## src/assert_macros.svh

```systemverilog
// Assertion macros shared by the pattern step sequencer RTL.
// Simulation builds get concurrent assertions clocked on clk and reset by arst_n.
// Synthesis builds get empty macro bodies.
`ifndef ASSERT_MACROS_SVH
`define ASSERT_MACROS_SVH

`ifndef SYNTHESIS

`define PSS_ASSERT(label, prop) \
	label: assert property (@(posedge clk) disable iff (!arst_n) prop) \
		else $error("assertion failed");

`define PSS_ASSERT_NEVER(label, expr) \
	label: assert property (@(posedge clk) disable iff (!arst_n) !(expr)) \
		else $error("forbidden condition seen");

`else

`define PSS_ASSERT(label, prop)

`define PSS_ASSERT_NEVER(label, expr)

`endif

`endif

```

## src/pss_pkg.sv

```systemverilog
// Package for the pattern step sequencer: sizes, payload structs, codes and helpers.
// Used by every module of the block; depends on nothing else.

package pss_pkg;

	localparam int COLUMNS  = 32;
	localparam int ROWS     = 20;
	localparam int PATTERNS = 16;

	localparam int CELL_W      = 10;
	localparam int QUO_W       = 7;
	localparam int TS_W        = 32;
	localparam int NOTE_W      = 8;
	localparam int PAT_W       = 4;
	localparam int TRANSPOSE_W = 7;
	localparam int NOTE_LEN_W  = 20;
	localparam int COL_FIELD_W = 5;
	localparam int ROW_FIELD_W = 5;
	localparam int CFG_DATA_W  = 20;
	localparam int PROD_W      = QUO_W + NOTE_LEN_W;

	localparam int STORE_WORDS = PATTERNS * COLUMNS;
	localparam int ADDR_W      = (STORE_WORDS > 1) ? $clog2(STORE_WORDS) : 1;
	localparam int ROW_IDX_W   = (ROWS > 1) ? $clog2(ROWS) : 1;

	localparam int Q_DEPTH = 2;
	localparam int QP_W    = (Q_DEPTH > 1) ? $clog2(Q_DEPTH) : 1;
	localparam int QC_W    = $clog2(Q_DEPTH + 1);

	// Division by ten as a multiply by a reciprocal, exact for every 10-bit value.
	localparam int DIV10_MUL = 205;
	localparam int DIV10_SH  = 11;
	localparam int DIV10_P_W = CELL_W + 8;

	localparam logic [TRANSPOSE_W-1:0] TRANSPOSE_RESET = TRANSPOSE_W'(32);
	localparam logic [NOTE_LEN_W-1:0]  NOTE_LEN_RESET  = NOTE_LEN_W'(4410);

	typedef enum logic {
		REQ_WRITE = 1'b0,
		REQ_STEP  = 1'b1
	} req_type_t;

	typedef enum logic [1:0] {
		CFG_PLAY_PATTERN = 2'd0,
		CFG_EDIT_PATTERN = 2'd1,
		CFG_TRANSPOSE    = 2'd2,
		CFG_NOTE_LENGTH  = 2'd3
	} cfg_index_t;

	typedef enum logic [1:0] {
		BK_IDLE,
		BK_ON,
		BK_OFF
	} back_state_t;

	typedef struct packed {
		req_type_t                req_type;
		logic [COL_FIELD_W-1:0]   column;
		logic [ROW_FIELD_W-1:0]   row;
		logic [CELL_W-1:0]        cell_length;
		logic [TS_W-1:0]          timestamp;
	} in_item_t;

	typedef struct packed {
		logic                     note_off;
		logic [NOTE_W-1:0]        note_number;
		logic [TS_W-1:0]          event_time;
		logic                     last;
	} out_item_t;

	typedef struct packed {
		logic [PAT_W-1:0]         play_pattern;
		logic [PAT_W-1:0]         edit_pattern;
		logic [TRANSPOSE_W-1:0]   transpose;
		logic [NOTE_LEN_W-1:0]    note_length;
	} cfg_t;

	typedef logic [ROWS-1:0][CELL_W-1:0] col_word_t;

	typedef struct packed {
		col_word_t                cells;
		logic [TS_W-1:0]          timestamp;
	} qent_t;

	typedef struct packed {
		logic [QC_W-1:0]          count;
		logic                     empty;
	} q_status_t;

	function automatic logic [ADDR_W-1:0] store_addr(
		input logic [PAT_W-1:0]       pat,
		input logic [COL_FIELD_W-1:0] col
	);
		return ADDR_W'(int'(pat) * COLUMNS + int'(col));
	endfunction

	function automatic logic [QUO_W-1:0] div10(input logic [CELL_W-1:0] len);
		logic [DIV10_P_W-1:0] p;
		p = DIV10_P_W'(len) * DIV10_P_W'(DIV10_MUL);
		return QUO_W'(p >> DIV10_SH);
	endfunction

endpackage

```

## src/pss_back.sv

```systemverilog
// Back part of the step sequencer: scans one queued column word and emits note-on and
// note-off results through an output register. Uses pss_pkg.

`include "assert_macros.svh"

module pss_back (
	input  logic                  clk,
	input  logic                  arst_n,
	input  pss_pkg::qent_t        head,
	input  pss_pkg::q_status_t    q_stat,
	output logic                  q_pop,
	input  pss_pkg::cfg_t         cfg,
	output logic                  out_valid,
	input  logic                  out_ready,
	output pss_pkg::out_item_t    out_item
);
	import pss_pkg::*;

	back_state_t          state_q;
	back_state_t          state_d;
	logic [ROWS-1:0]      mask_q;
	col_word_t            cells_q;
	logic [TS_W-1:0]      ts_q;
	logic [ROW_IDX_W-1:0] row_q;
	logic [QUO_W-1:0]     quo_q;
	logic                 out_valid_q;
	out_item_t            out_q;
	logic [ROWS-1:0]      head_mask;
	logic [ROW_IDX_W-1:0] pick;
	logic                 slot_free;
	logic                 emit;
	out_item_t            emit_item;
	logic [PROD_W-1:0]    prod;

	assign slot_free = !out_valid_q || out_ready;

	always_comb begin
		for (int i = 0; i < ROWS; i++) begin
			head_mask[i] = |head.cells[i];
		end
	end

	always_comb begin
		pick = '0;
		for (int i = ROWS - 1; i >= 0; i--) begin
			if (mask_q[i]) begin
				pick = ROW_IDX_W'(i);
			end
		end
	end

	assign prod = PROD_W'(quo_q) * PROD_W'(cfg.note_length);

	always_comb begin
		state_d = state_q;
		unique case (state_q)
			BK_IDLE: begin
				if (!q_stat.empty && (head_mask != '0)) begin
					state_d = BK_ON;
				end
			end
			BK_ON: begin
				if (slot_free) begin
					state_d = BK_OFF;
				end
			end
			BK_OFF: begin
				if (slot_free) begin
					state_d = (mask_q == '0) ? BK_IDLE : BK_ON;
				end
			end
			default: state_d = BK_IDLE;
		endcase
	end

	always_comb begin
		q_pop     = 1'b0;
		emit      = 1'b0;
		emit_item = '0;
		unique case (state_q)
			BK_IDLE: begin
				q_pop = !q_stat.empty;
			end
			BK_ON: begin
				emit                  = slot_free;
				emit_item.note_off    = 1'b0;
				emit_item.note_number = NOTE_W'(pick) + NOTE_W'(cfg.transpose);
				emit_item.event_time  = ts_q;
				emit_item.last        = 1'b0;
			end
			BK_OFF: begin
				emit                  = slot_free;
				emit_item.note_off    = 1'b1;
				emit_item.note_number = NOTE_W'(row_q) + NOTE_W'(cfg.transpose);
				emit_item.event_time  = ts_q + TS_W'(prod);
				emit_item.last        = (mask_q == '0);
			end
			default: begin
				q_pop = 1'b0;
			end
		endcase
	end

	always_ff @(posedge clk) begin
		if (q_pop) begin
			cells_q <= head.cells;
			ts_q    <= head.timestamp;
		end
		if ((state_q == BK_ON) && slot_free) begin
			row_q <= pick;
			quo_q <= div10(cells_q[pick]);
		end
		if (emit) begin
			out_q <= emit_item;
		end
	end

	always_ff @(posedge clk or negedge arst_n) begin
		if (!arst_n) begin
			state_q     <= BK_IDLE;
			mask_q      <= '0;
			out_valid_q <= 1'b0;
		end else begin
			state_q <= state_d;
			if (q_pop) begin
				mask_q <= head_mask;
			end else if ((state_q == BK_ON) && slot_free) begin
				mask_q[pick] <= 1'b0;
			end
			if (emit) begin
				out_valid_q <= 1'b1;
			end else if (out_ready) begin
				out_valid_q <= 1'b0;
			end
		end
	end

	assign out_valid = out_valid_q;
	assign out_item  = out_q;

	`PSS_ASSERT(a_last_is_off, out_valid_q && out_q.last |-> out_q.note_off)
	`PSS_ASSERT(a_on_has_row, (state_q == BK_ON) |-> (mask_q != '0))
	`PSS_ASSERT(a_off_after_on,
		(state_q == BK_OFF) |-> (($past(state_q) == BK_ON) || ($past(state_q) == BK_OFF)))

endmodule

```

## config.mk

```make
export PLATFORM = sky130hd
export DESIGN_NAME = pss_back
export DESIGN_NICKNAME = d
export VERILOG_FILES = /design/src/pss_pkg.sv /design/src/pss_back.sv
export VERILOG_INCLUDE_DIRS = /design/src /design/src/src
export SDC_FILE = /design/constraint.sdc
export NUM_CORES = 1
export LEC_CHECK = 0
export BUFFER_PORTS_ARGS = -buffer_cell sky130_fd_sc_hd__buf_2
export CAP_MARGIN = 40
export CELL_PAD_IN_SITES_DETAIL_PLACEMENT = 0
export CELL_PAD_IN_SITES_GLOBAL_PLACEMENT = 1
export CORE_MARGIN = 2
export CORE_UTILIZATION = 35
export DETAILED_ROUTE_END_ITERATION = 6
export GPL_ROUTABILITY_DRIVEN = 0
export HOLD_SLACK_MARGIN = 0.1
export PLACE_DENSITY = 0.7
export SLEW_MARGIN = 5
export SYNTH_ARGS = -nofsm -noshare
export SYNTH_HDL_FRONTEND = slang
export SYNTH_SLANG_ARGS = --single-unit
```

## constraint.sdc

```tcl
create_clock -name clk -period 14.5 [get_ports clk]
set_input_delay 0.725 -clock clk [delete_from_list [all_inputs] [get_ports clk]]
set_output_delay 0.725 -clock clk [all_outputs]
set_load 0.05 [all_outputs]
```

==> flow_results.org <==
** Synth
- Top cells by count, synth :: 286 x sky130_fd_sc_hd__edfxtp_1, 199 x sky130_fd_sc_hd__nand2_1, 186 x sky130_fd_sc_hd__inv_1
- For this run, the register share of the synthesized area comes to 0.475.
- Number of flops mapped to enable cells by yosys :: 286
- Main synth FF type :: sky130_fd_sc_hd__edfxtp_1
- Syn_area_per_cell :: 11.4 um2
- Synth area leader :: sky130_fd_sc_hd__edfxtp_1
- Top area cells in the synthesized netlist :: sky130_fd_sc_hd__edfxtp_1 44%, sky130_fd_sc_hd__fa_1 14%, sky130_fd_sc_hd__ha_1 7.1%, sky130_fd_sc_hd__nand2_1 3.9%, sky130_fd_sc_hd__inv_1 3.6%
- Cell area after synthesis :: 19300 um2
- Count of distinct cell types in the synthesized netlist :: 78
- Flip-flop and latch count after synthesis :: 309
- After synthesis, the share of flip-flops with an asynchronous set or reset is 0.0744.
- Number of cells produced by synthesis :: 1691
- When the netlist entered floorplanning its net count stood at 2205.
- Area fraction of the dominant cell type after synthesis :: 0.445
- Yosys warnings :: 0
- Dominant cell by count in the synthesized netlist :: sky130_fd_sc_hd__edfxtp_1

** Layout
- Total number of nets in the final design :: 2516
- Of the cells placed in the final design, the portion with a size suffix greater than 1 is 0.195.
- Post-Layout Inst Area :: 23000 um2
- ANT cells :: 0
- Area added between synthesis and finish :: 19.0%

** Clock tree
- Counting every sink on the clock net gives 309.
- Hold buffer count at CTS :: 0
- Clock buffers created by TritonCTS :: 37
- TritonCTS built the clock tree.
- Clock-pin slew was measured on the worst setup and hold paths at 0.06 ns.
- Number of levels in the clock H-tree :: 2
- Setup repair bufs after CTS :: 0
- The tree is rooted in a sky130_fd_sc_hd__clkbuf_16.
- The clock reaches the later pin of the worst-skew pair after 0.58 ns.
- Counting along the longest clock path gives a buffer depth of 3.
- After clock tree synthesis, the repair step resized 0 gates.

** Routing
- In this run the remaining antenna-violating nets after routing total 0.
- Dividing the detail-routed wire length by the instance count gives 21.2 um.
- The detailed router finished its first iteration with 955 violations.
- The first TritonRoute pass finished after 7 iterations.
- Detailed-route via count :: 14500
- In the routed design, unresolved DRC markers number 3.
- After detailed routing, the number of vias per cell comes to 5.29.
- Total wirelength of the detailed-routed design :: 57.9 mm

** Die
- Die span in x :: 239 um
- Die Y :: 239 um
- The initial utilization of the core area, before any placement, comes to 0.352.
- The die covers 57100 um2.
- Row generation in the floorplan step produced 86 rows.
- Area of the placeable core :: 54800 um2
- During I/O placement, the number of pins put on the boundary was 317.

** Global routing
- Global-route wire length before repair :: 88.0 mm
- For this run, the total global-route usage over all layers was measured as 0.205.
- The number of global-route vias before repair is 15100.
- The number of antenna violations at the first check in global routing is 0.
- Largest net degree at the start of global routing :: 117
- Summed over all layers, the global routing overflow is 0.

** STA
- Final setup fails :: 0
- Unrepaired setup endpoints after global routing :: no
- Worst Tran Pin Value :: 0.924 ns
- Setup total negative slack on the finished layout was measured at 0 ns.
- Final slew viol count :: 0
- Shortest period the worst path allows :: 8.43 ns
- Endpoints failing hold :: 0
- Headroom to the max-slew limit came out at 0.384.
- Based on the critical path, the design can be clocked at up to 119 MHz.
- Clk_skew :: 0.0344 ns
- Final period util :: 0.581
- Across all setup checks in the final design, the least slack found is 6.07 ns.

** Placed design
- Place WS :: 6.01 ns
- In this run the cell area measured after placement is 21800 um2.
- Detailed placement finished with a half-perimeter wire length of 45.1 mm.
- IO buf count :: 306

** Setup path
- Number of cells on the worst reg-to-reg path :: 24
- Maximum fanout along the worst path :: 34
- In this design, the stage delay of the slowest critical-path cell is 0.68 ns.
- STA classifies the critical path endpoint as a flop.
- Data arrival at the endpoint of the critical path :: 8.75 ns
- The signal on the critical path passes through nand2b_1 -> a221o_1 -> a221oi_2 -> or2_2 -> buf_4 -> o31ai_2 -> buf_4 -> a221oi_1 -> nor2_1 -> nor4_1 -> inv_1 -> ha_1 -> inv_1 -> fa_1 -> fa_1 -> inv_1 -> ha_1 -> ha_1 -> nand4_1 -> or3_1 -> nor4_1 -> o211a_1 -> a311oi_1 -> xnor2_1.
- Cell with the largest stage delay on the worst path :: sky130_fd_sc_hd__a221oi_2
- For the worst setup path, the data required time is 14.83 ns.
- Critical path type :: flop to flop
- Critical path launch point type :: flop

** Run status
- The checks that failed: design-rule violations.
- Run status :: finished, violations left

** Job
- Across the run, the number of max-cap violations was 0.

** Worst hold path
- Class of the tightest hold or removal check :: input pin to asynchronous set/reset pin
==> cell type report <==
class                   instances  area, um2
clock buffers                  46        960
inverters                     189        717
clock inverters                17        230
well taps                     704        881
repair buffers                326       1790
flip-flops and latches        309       9160
multi-input cells            1139       9220
fillers                      5191      31800
==> kinds of logic (layout without fill, tap and decap cells) <==
kind of cell / after synthesis / count (layout) / share of synthesized area
AOI/OAI and AO/OA: 294 / 294 / 0.109
muxes: 6 / 6 / 0.00318
adders and majority gates: 241 / 241 / 0.208
DFF: 309 / 309 / 0.475
and+or+nand+nor: 568 / 568 / 0.144
xor gates and xnor gates: 30 / 30 / 0.0136
buffers and inverters: 243 / 578 / 0.0482
==> cells in the final DEF (no fill, tap or decap), types with 37 or more instances in the layout <==
cell | synthesis | routed
sky130_fd_sc_hd__a21o_1 | 40 | 40
sky130_fd_sc_hd__a21oi_1 | 48 | 48
sky130_fd_sc_hd__and2_1 | 73 | 72
sky130_fd_sc_hd__buf_2 | 2 | 306
sky130_fd_sc_hd__clkbuf_16 | 0 | 37
sky130_fd_sc_hd__edfxtp_1 | 286 | 286
sky130_fd_sc_hd__fa_1 | 132 | 132
sky130_fd_sc_hd__ha_1 | 109 | 109
sky130_fd_sc_hd__inv_1 | 186 | 186
sky130_fd_sc_hd__nand2_1 | 199 | 199
sky130_fd_sc_hd__nand3_1 | 54 | 54
sky130_fd_sc_hd__nor2_1 | 93 | 93
sky130_fd_sc_hd__nor4_1 | 57 | 57
sky130_fd_sc_hd__o21ai_0 | 51 | 51
==> final timing paths <==
| path | from | slack [ns] | end |
|---|---|---|---|
| worst max register to register | mask_q[18] | 6.07 | quo_q[6] |
| worst min-delay path | arst_n | 0.17 | mask_q[2] |
| worst max-delay path | mask_q[18] | 6.07 | quo_q[6] |
| worst min register to register | state_q[0] | 0.58 | state_q[0] |
| max in group asynchronous | arst_n | 13.90 | mask_q[15] |
| min in group clk | head[23] | 0.32 | ts_q[23] |
==> routing by layer <==
metal | track usage | up-vias | part of all wire
li1 | - | 6653 | -
met2 | 0.348 | 587 | 0.48
met1 | 0.262 | 7106 | 0.41
met4 | 0.0759 | 0 | 0.033
met5 | 0 | - | 0
met3 | 0.0366 | 109 | 0.070
==> sequential cells by signal, indices dropped and copies added, names as in the netlist <==
name,flops
quo_q,7
mask_q,20
cells_q,200
state_q,2
out_item,42
row_q,5
out_valid,1
ts_q,32
==> critical path: cells and delay by family, from the launching register on <==
| kind | cells | cell delay, ns |
|---|---|---|
| xor+xnor | 1 | 0.14 |
| fa+ha+maj | 5 | 1.96 |
| simple gates | 7 | 2.50 |
| compound gates | 6 | 2.11 |
| buf+inv | 5 | 1.04 |
| flops | 1 | 0.41 |
==> metrics by stage <==
stage / cells / hold WS [ns] / util
final: 2730 / 0.172 / 0.419
after floorplan: 1691 / 0.429 / -
after global routing: 2730 / 0.198 / 0.419
after global placement: 2659 / 0.522 / 0.395
after detailed placement: 2666 / 0.564 / 0.397
after CTS: 2729 / 0.157 / 0.419
Power is left out: the tool's default activity adds up to more than one toggle a clock period on the data nets, which glitch-free logic cannot reach.
