===== src/assert_macros.svh =====
// Assertion macros shared by the pattern step sequencer RTL.
// Simulation builds get concurrent assertions clocked on clk and reset by arst_n.
// Synthesis builds get empty macro bodies.
`ifndef ASSERT_MACROS_SVH
`define ASSERT_MACROS_SVH

`ifndef SYNTHESIS

`define PSS_ASSERT(label, prop) \
	label: assert property (@(posedge clk) disable iff (!arst_n) prop) \
		else $error("assertion failed");

`define PSS_ASSERT_NEVER(label, expr) \
	label: assert property (@(posedge clk) disable iff (!arst_n) !(expr)) \
		else $error("forbidden condition seen");

`else

`define PSS_ASSERT(label, prop)

`define PSS_ASSERT_NEVER(label, expr)

`endif

`endif


===== src/pss_pkg.sv =====
// Package for the pattern step sequencer: sizes, payload structs, codes and helpers.
// Used by every module of the block; depends on nothing else.

package pss_pkg;

	localparam int COLUMNS  = 32;
	localparam int ROWS     = 20;
	localparam int PATTERNS = 16;

	localparam int CELL_W      = 10;
	localparam int QUO_W       = 7;
	localparam int TS_W        = 32;
	localparam int NOTE_W      = 8;
	localparam int PAT_W       = 4;
	localparam int TRANSPOSE_W = 7;
	localparam int NOTE_LEN_W  = 20;
	localparam int COL_FIELD_W = 5;
	localparam int ROW_FIELD_W = 5;
	localparam int CFG_DATA_W  = 20;
	localparam int PROD_W      = QUO_W + NOTE_LEN_W;

	localparam int STORE_WORDS = PATTERNS * COLUMNS;
	localparam int ADDR_W      = (STORE_WORDS > 1) ? $clog2(STORE_WORDS) : 1;
	localparam int ROW_IDX_W   = (ROWS > 1) ? $clog2(ROWS) : 1;

	localparam int Q_DEPTH = 2;
	localparam int QP_W    = (Q_DEPTH > 1) ? $clog2(Q_DEPTH) : 1;
	localparam int QC_W    = $clog2(Q_DEPTH + 1);

	// Division by ten as a multiply by a reciprocal, exact for every 10-bit value.
	localparam int DIV10_MUL = 205;
	localparam int DIV10_SH  = 11;
	localparam int DIV10_P_W = CELL_W + 8;

	localparam logic [TRANSPOSE_W-1:0] TRANSPOSE_RESET = TRANSPOSE_W'(32);
	localparam logic [NOTE_LEN_W-1:0]  NOTE_LEN_RESET  = NOTE_LEN_W'(4410);

	typedef enum logic {
		REQ_WRITE = 1'b0,
		REQ_STEP  = 1'b1
	} req_type_t;

	typedef enum logic [1:0] {
		CFG_PLAY_PATTERN = 2'd0,
		CFG_EDIT_PATTERN = 2'd1,
		CFG_TRANSPOSE    = 2'd2,
		CFG_NOTE_LENGTH  = 2'd3
	} cfg_index_t;

	typedef enum logic [1:0] {
		BK_IDLE,
		BK_ON,
		BK_OFF
	} back_state_t;

	typedef struct packed {
		req_type_t                req_type;
		logic [COL_FIELD_W-1:0]   column;
		logic [ROW_FIELD_W-1:0]   row;
		logic [CELL_W-1:0]        cell_length;
		logic [TS_W-1:0]          timestamp;
	} in_item_t;

	typedef struct packed {
		logic                     note_off;
		logic [NOTE_W-1:0]        note_number;
		logic [TS_W-1:0]          event_time;
		logic                     last;
	} out_item_t;

	typedef struct packed {
		logic [PAT_W-1:0]         play_pattern;
		logic [PAT_W-1:0]         edit_pattern;
		logic [TRANSPOSE_W-1:0]   transpose;
		logic [NOTE_LEN_W-1:0]    note_length;
	} cfg_t;

	typedef logic [ROWS-1:0][CELL_W-1:0] col_word_t;

	typedef struct packed {
		col_word_t                cells;
		logic [TS_W-1:0]          timestamp;
	} qent_t;

	typedef struct packed {
		logic [QC_W-1:0]          count;
		logic                     empty;
	} q_status_t;

	function automatic logic [ADDR_W-1:0] store_addr(
		input logic [PAT_W-1:0]       pat,
		input logic [COL_FIELD_W-1:0] col
	);
		return ADDR_W'(int'(pat) * COLUMNS + int'(col));
	endfunction

	function automatic logic [QUO_W-1:0] div10(input logic [CELL_W-1:0] len);
		logic [DIV10_P_W-1:0] p;
		p = DIV10_P_W'(len) * DIV10_P_W'(DIV10_MUL);
		return QUO_W'(p >> DIV10_SH);
	endfunction

endpackage


===== src/pss_queue.sv =====
// Short request queue between the front and back parts of the step sequencer.
// Holds column words read from the pattern store with their step times; uses pss_pkg.

module pss_queue (
	input  logic              clk,
	input  logic              arst_n,
	input  logic              push,
	input  pss_pkg::qent_t    push_data,
	input  logic              pop,
	output pss_pkg::qent_t    head,
	output pss_pkg::q_status_t status
);
	import pss_pkg::*;

	qent_t           ent_q [Q_DEPTH];
	logic [QP_W-1:0] wr_ptr_q;
	logic [QP_W-1:0] rd_ptr_q;
	logic [QC_W-1:0] count_q;
	logic            do_pop;

	assign do_pop = pop && (count_q != '0);

	always_ff @(posedge clk) begin
		if (push) begin
			ent_q[wr_ptr_q] <= push_data;
		end
	end

	always_ff @(posedge clk or negedge arst_n) begin
		if (!arst_n) begin
			wr_ptr_q <= '0;
			rd_ptr_q <= '0;
			count_q  <= '0;
		end else begin
			if (push) begin
				wr_ptr_q <= (int'(wr_ptr_q) == Q_DEPTH - 1) ? '0 : wr_ptr_q + 1'b1;
			end
			if (do_pop) begin
				rd_ptr_q <= (int'(rd_ptr_q) == Q_DEPTH - 1) ? '0 : rd_ptr_q + 1'b1;
			end
			unique case ({push, do_pop})
				2'b10:   count_q <= count_q + 1'b1;
				2'b01:   count_q <= count_q - 1'b1;
				default: count_q <= count_q;
			endcase
		end
	end

	assign head         = ent_q[rd_ptr_q];
	assign status.count = count_q;
	assign status.empty = (count_q == '0);

endmodule


===== config.mk =====
export PLATFORM = sky130hd
export DESIGN_NAME = pss_queue
export DESIGN_NICKNAME = d
export VERILOG_FILES = /design/src/assert_macros.svh /design/src/pss_pkg.sv /design/src/pss_queue.sv
export SDC_FILE = /design/constraint.sdc
export NUM_CORES = 1
export LEC_CHECK = 0
export BUFFER_PORTS_ARGS = -buffer_cell sky130_fd_sc_hd__buf_4
export CORE_UTILIZATION = 25
export DETAILED_ROUTE_END_ITERATION = 10
export PLACE_DENSITY_LB_ADDON = 0.3
export SYNTH_ARGS = -nofsm -noshare
export SYNTH_HDL_FRONTEND = slang
export SYNTH_SLANG_ARGS = --single-unit
export TNS_END_PERCENT = 100

===== constraint.sdc =====
create_clock -name clk -period 30.5 [get_ports clk]
set_clock_uncertainty 0.05 [all_clocks]
set_input_delay 1.525 -clock clk [delete_from_list [all_inputs] [get_ports clk]]
set_output_delay 1.525 -clock clk [all_outputs]
set_load 0.02 [all_outputs]

==> flow_metrics.py, run 1 <==
metrics = {
    "critical_path": {
        "reg2reg_setup_slack_ps": 27160,
        "r2r-end": "ent_q[1][129]",
        "crit_arrival_ps": 3730,
        "cp-end-kind": "output pin",
        "critPathLaunchType": "register",
        "crit_type": "register to output pin",
        "crit_path_max_fanout": 59,
        "worstPathRequired_ps": 28920,
        "reg2reg_depth": 3,
        "reg2reg_from": "wr_ptr_q",
    },
    "clocking": {
        "clkSlewWorstSetupHoldPaths_ps": 50,
        "cts_tree": "yes",
        "insertion_delay_ps": 560,
        "clock-sinks": 468,
        "post-cts-setup-buffers": 0,
        "clockBufferDepth": 3,
        "cts_resized": 0,
        "clockRootBuffer": "clkbuf_16",
        "cts_buffers": 52,
        "htreeDepth": 2,
        "holdBufCountCts": 0,
    },
    "worst_hold_path": {
        "hold_path_depth": 1,
        "hold_end": "wr_ptr_q",
        "hold_class": "register to register",
        "hold_start": "wr_ptr_q",
    },
    "yosys": {
        "ys_ff_latch": 468,
        "ys_types": 13,
        "syn-cell-area_um2": 17600,
        "yosys_warnings": 0,
        "syn_inst": 738,
        "avgSynthCellArea_um2": 23.9,
        "synth_fp_nets": 975,
        "synth-seq-area-share_pct": 79.6,
    },
    "run_status": {
        "status": "complete, no violations",
    },
    "floorplanning": {
        "die_w_um": 268,
        "core_um2": 69200,
        "dieArea_um2": 71600,
        "start_util_pct": 25.5,
        "ios": 471,
        "fp.dieH_um": 268,
        "num_rows": 96,
    },
    "timing": {
        "layout_min_cycle_time_ps": 5310,
        "hold_viol": 0,
        "worst_pin_slew_ps": 1080,
        "max_freq_mhz": 188,
        "setup_viol": 0,
        "finalCritPeriodShare_pct": 17.4,
        "hold_ws_ps": 492,
        "slew_headroom_pct": 28.1,
        "rsz0062_at_grt": "no",
        "finalMaxSlewViolations": 0,
        "setup_tns_ps": 0,
        "fin_ws_ps": 25190,
    },
    "power": {
        "power_density_nw_per_um2": 97.1,
        "leakagePower_nw": 9.19,
        "peakVddDrop_mv": 0.0502,
    },
    "detailed_routing": {
        "avgRoutedWirePerCell_um": 17.9,
        "drt_iter0_markers": 419,
        "drtAntennaViolNets": 0,
        "drtPass1Iterations": 4,
        "avgViaCountPerCell": 3.89,
        "via_count": 8644,
        "routed_wirelength_um": 39700,
        "remaining_drc_errors": 0,
    },
    "global_route": {
        "grt_pass1_vias": 9161,
        "grt_overflow": 0,
        "grt_start_max_net_pins": 67,
        "grt_pass1_wl_um": 56800,
        "grt_util_all_layers_pct": 10.6,
        "antenna_found_initial": 2,
    },
    "flow_run": {
        "cap_violations": 0,
    },
    "layout": {
        "layout.nets": 1484,
        "drive_gt1_share_pct": 61.1,
        "syn_to_final_growth_pct": 34.9,
    },
    "placed_design": {
        "port_buffers": 470,
        "place.gp.congestion": 0.746,
        "dp_hpwl_um": 27400,
        "dp_worst_setup_slack_ps": 25740,
    },
}
power breakdown:
part / switching (mW) / internal (mW) / leakage [nW]
Sequential: 0.0370 / 0.855 / 4.40
Combinational: 0.438 / 0.389 / 4.00
Clock: 0.245 / 0.343 / 0.792
Total: 0.720 / 1.59 / 9.19
how the worst max path moves through the flow:
stage	start	end	slack, ps	cells past startpoint
after global placement	rd_ptr_q	head[230]	25820	4
after CTS	rd_ptr_q	head[230]	25100	4
final	rd_ptr_q	head[230]	25190	4
after floorplan	push	ent_q[0][0]	18320	2
after detailed placement	rd_ptr_q	head[230]	25740	4
after global routing	rd_ptr_q	head[230]	24960	4
registers in the layout, indices dropped and copies added (netlist names):
name,count
count_q,2
rd_ptr_q,1
ent_q,464
wr_ptr_q,1
critical path: stages, from the launching register on:
cell and delay, ps:
dfrtp_4 720, buf_4 840, buf_4 840, mux2_2 420, buf_4 160
cell families after synthesis:
kind of cell	synth area share, %
flip-flops	79.6
XOR/XNOR	0.249
buffers and inverters	1.47
adder cells (fa/ha/maj)	0.0710
multiplexers	18.4
AND/OR/NAND/NOR	0.135
Yosys cell counts:
cell      number  share of area (%)
and2_1         1              0.036
buf_2          6               0.17
buf_6         20                1.3
dfrtp_1        4               0.57
edfxtp_1     464                 79
ha_1           1              0.071
inv_1          1              0.021
mux2_2        62                4.0
mux2_4       170                 14
nor2_1         3              0.064
nor2b_1        1              0.036
xnor2_1        2              0.099
xor2_1         3               0.15
cells in the final DEF (no fill, tap or decap):
cell type and count:
and2_4 1, buf_4 481, bufinv_16 3, clkbuf_1 9, clkbuf_16 53, clkinv_1 16
clkinv_2 10, clkinv_4 2, clkinvlp_4 1, dfrtp_1 3, dfrtp_4 1, diode_2 1
edfxtp_1 464, ha_1 1, inv_1 1, inv_6 3, mux2_2 62, mux2_4 170
nor2_1 2, nor2_4 1, nor2b_1 1, xnor2_1 2, xor2_1 3
cell type report:
cell class | instances | area, µm²
Antenna cell | 1 | 2.50
Clock buffer | 62 | 1360
Clock inverter | 35 | 251
Fill cell | 6692 | 45400
Inverter | 1 | 3.75
Multi-Input combinational cell | 243 | 3340
Sequential cell | 468 | 14000
Tap cell | 931 | 1160
Timing Repair Buffer | 481 | 3610
routing by layer:
| layer | track usage [%] | up-vias | wire (µm) |
|---|---|---|---|
| met3 | 3.48 | 62 | 2830 |
| met4 | 3.94 | 0 | 1040 |
| met2 | 18.7 | 265 | 20800 |
| li1 | - | 3981 | - |
| met5 | 0 | - | 0 |
| met1 | 11.8 | 4336 | 15000 |
per-stage QoR:
step	instance area [µm²]	power [mW]	cells	utilization, %
4_1_cts	23800	2.35	2221	34.4
3_5_place_dp	22200	1.75	2124	32.0
3_3_place_gp	22200	1.75	2124	32.0
6_report	23800	2.31	2222	34.4
2_1_floorplan	17600	1.48	738	-
5_1_grt	23800	2.41	2222	34.4
Power figures use the tool's default switching activity.
==> run 2: changes to the inputs <==
Clock period 30.5 ns to 5 ns, I/O delays scaled along.
==> run 2 against run 1 <==
Power increased to 6.2 times the previous value. Highest routed layer unchanged. Global-route usage up 0.62 points. Register-to-register slack worse by 24000 ps. First-iteration DRC count shrank 13%. Worst hold slack worse by 150 ps.
==> flow_metrics.py, run 2 (synthesis results as in run 1) <==
metrics = {
    "detailed_routing": {
        "avgViaCountPerCell": 3.89,
        "routed_wirelength_um": 41800,
        "avgRoutedWirePerCell_um": 17.0,
        "drtPass1Iterations": 4,
        "drt_iter0_markers": 365,
        "drtAntennaViolNets": 0,
        "via_count": 9561,
        "remaining_drc_errors": 0,
    },
    "placed_design": {
        "dp_cells": 2126,
        "place.gp.congestion": 0.737,
        "place_area_um2": 22300,
        "dp_worst_setup_slack_ps": 2410,
        "port_buffers": 470,
        "dp_hpwl_um": 26800,
    },
    "layout": {
        "layout.nets": 1723,
        "reg.largest.list": "ent_q (464), count_q (2)",
        "layoutNonFillerInstCount": 2460,
        "seq_area_um2": 14000,
        "final_common_cell": "buf_4",
        "multi_input_area_um2": 3340,
        "drive_gt1_share_pct": 51.3,
        "largest_register": "ent_q",
        "largest_register_ff_count": 464,
        "syn_to_final_growth_pct": 49.0,
        "final_core_util_pct": 37.9,
        "final_cell_mix": "buf_4 (476), edfxtp_1 (464), dlygate4sd3_1 (236), mux2_4 (170), mux2_2 (62)",
        "final_cell_area_um2": 26300,
        "n_fill_cell": 6494,
    },
    "power": {
        "total_power_mw": 14.3,
        "leakagePower_nw": 10.2,
        "power_density_nw_per_um2": 546,
        "peakVddDrop_mv": 0.395,
    },
    "timing": {
        "fin_ws_ps": 1860,
        "hold_ws_ps": 345,
        "finalCritPeriodShare_pct": 62.8,
        "finalMaxSlewViolations": 0,
        "setup_tns_ps": 0,
        "worst_pin_slew_ps": 1010,
        "layout_min_cycle_time_ps": 3140,
        "slew_headroom_pct": 32.6,
        "max_freq_mhz": 318,
        "hold_viol": 0,
        "rsz0062_at_grt": "no",
        "setup_viol": 0,
    },
    "floorplanning": {
        "num_rows": 96,
        "core_um2": 69200,
        "dieArea_um2": 71600,
        "start_util_pct": 25.5,
        "die_w_um": 268,
        "ios": 471,
        "fp.dieH_um": 268,
    },
    "flow_run": {
        "cap_violations": 0,
    },
    "run_status": {
        "status": "complete, no violations",
    },
    "global_route": {
        "grt_util_all_layers_pct": 11.2,
        "grt_start_max_net_pins": 120,
        "grt_overflow": 0,
        "grt_pass1_wl_um": 60800,
        "grt_pass1_vias": 10300,
        "antenna_found_initial": 3,
    },
    "critical_path": {
        "crit_type": "register to output pin",
        "worstPathRequired_ps": 4700,
        "cp-end-kind": "output pin",
        "crit_path_max_fanout": 66,
        "critPathLaunchType": "register",
        "crit_arrival_ps": 2840,
    },
    "clocking": {
        "cts_tree": "yes",
        "cts_buffers": 53,
        "clockRootBuffer": "clkbuf_16",
        "htreeDepth": 2,
        "clkSlewWorstSetupHoldPaths_ps": 60,
        "clock-sinks": 468,
        "clockBufferDepth": 3,
        "cts_resized": 0,
        "insertion_delay_ps": 570,
    },
    "worst_hold_path": {
        "hold_class": "input port to register",
    },
}
==> run 2: cell count changes in the layout (fill, tap and decap cells not counted) <==
cell / before / now
buf_12: 0 / 7
buf_4: 481 / 476
clkbuf_1: 9 / 8
clkbuf_16: 53 / 55
clkinv_1: 16 / 21
clkinv_2: 10 / 5
clkinv_4: 2 / 1
clkinvlp_4: 1 / 0
diode_2: 1 / 4
dlygate4sd3_1: 0 / 236
inv_6: 3 / 1
==> run 2: what timing repair did <==
| action | 4_1_cts | 5_1_grt |
|---|---|---|
| hold endpoints to repair | 470 | 0 |
| hold buffers | 236 | 0 |
| buffers inserted | 0 | 0 |
| setup endpoints to repair | 0 | 0 |
==> run 2: worst max-delay path, stage by stage (launching register included) <==
cell,delay (ps)
dfrtp_4,1080
buf_12,440
mux2_2,400
buf_4,160
==> run 2: where the power goes <==
group	switching (mW)	leakage, nW	internal [mW]
Clock	1.49	0.791	2.13
Sequential	0.280	4.40	5.21
Combinational	2.69	5.02	2.54
Total	4.47	10.2	9.88
==> run 2: path summary, 6_finish.rpt <==
| path | from | end | slack (ps) | depth (start not counted) |
|---|---|---|---|---|
| max | rd_ptr_q | head[225] | 1860 | 3 |
| min | push_data[26] | ent_q[0][26] | 340 | 2 |
| max reg2reg | wr_ptr_q | ent_q[0][122] | 2770 | 2 |
| min reg2reg | count_q[1] | count_q[1] | 450 | 1 |
| max in group asynchronous | arst_n | rd_ptr_q | 4180 | 3 |
| min in group asynchronous | arst_n | count_q[1] | 520 | 3 |
==> run 2: cell type report <==
type                       instances  area share [%]
timing repair buffer             719            23.1
inverter                           1          0.0143
clock inverter                    31           0.806
tap                              931            4.44
sequential                       468            53.5
antenna                            4          0.0381
clock buffer                      63            5.36
multi-input combinational        243            12.7
==> run 2: metal layers <==
| layer | track usage [%] | vias up | part of all wire [%] |
|---|---|---|---|
| li1 | - | 4458 | - |
| met5 | 0 | - | 0 |
| met2 | 20.0 | 288 | 52 |
| met4 | 4.11 | 0 | 2.7 |
| met3 | 3.34 | 64 | 6.9 |
| met1 | 12.6 | 4751 | 38 |
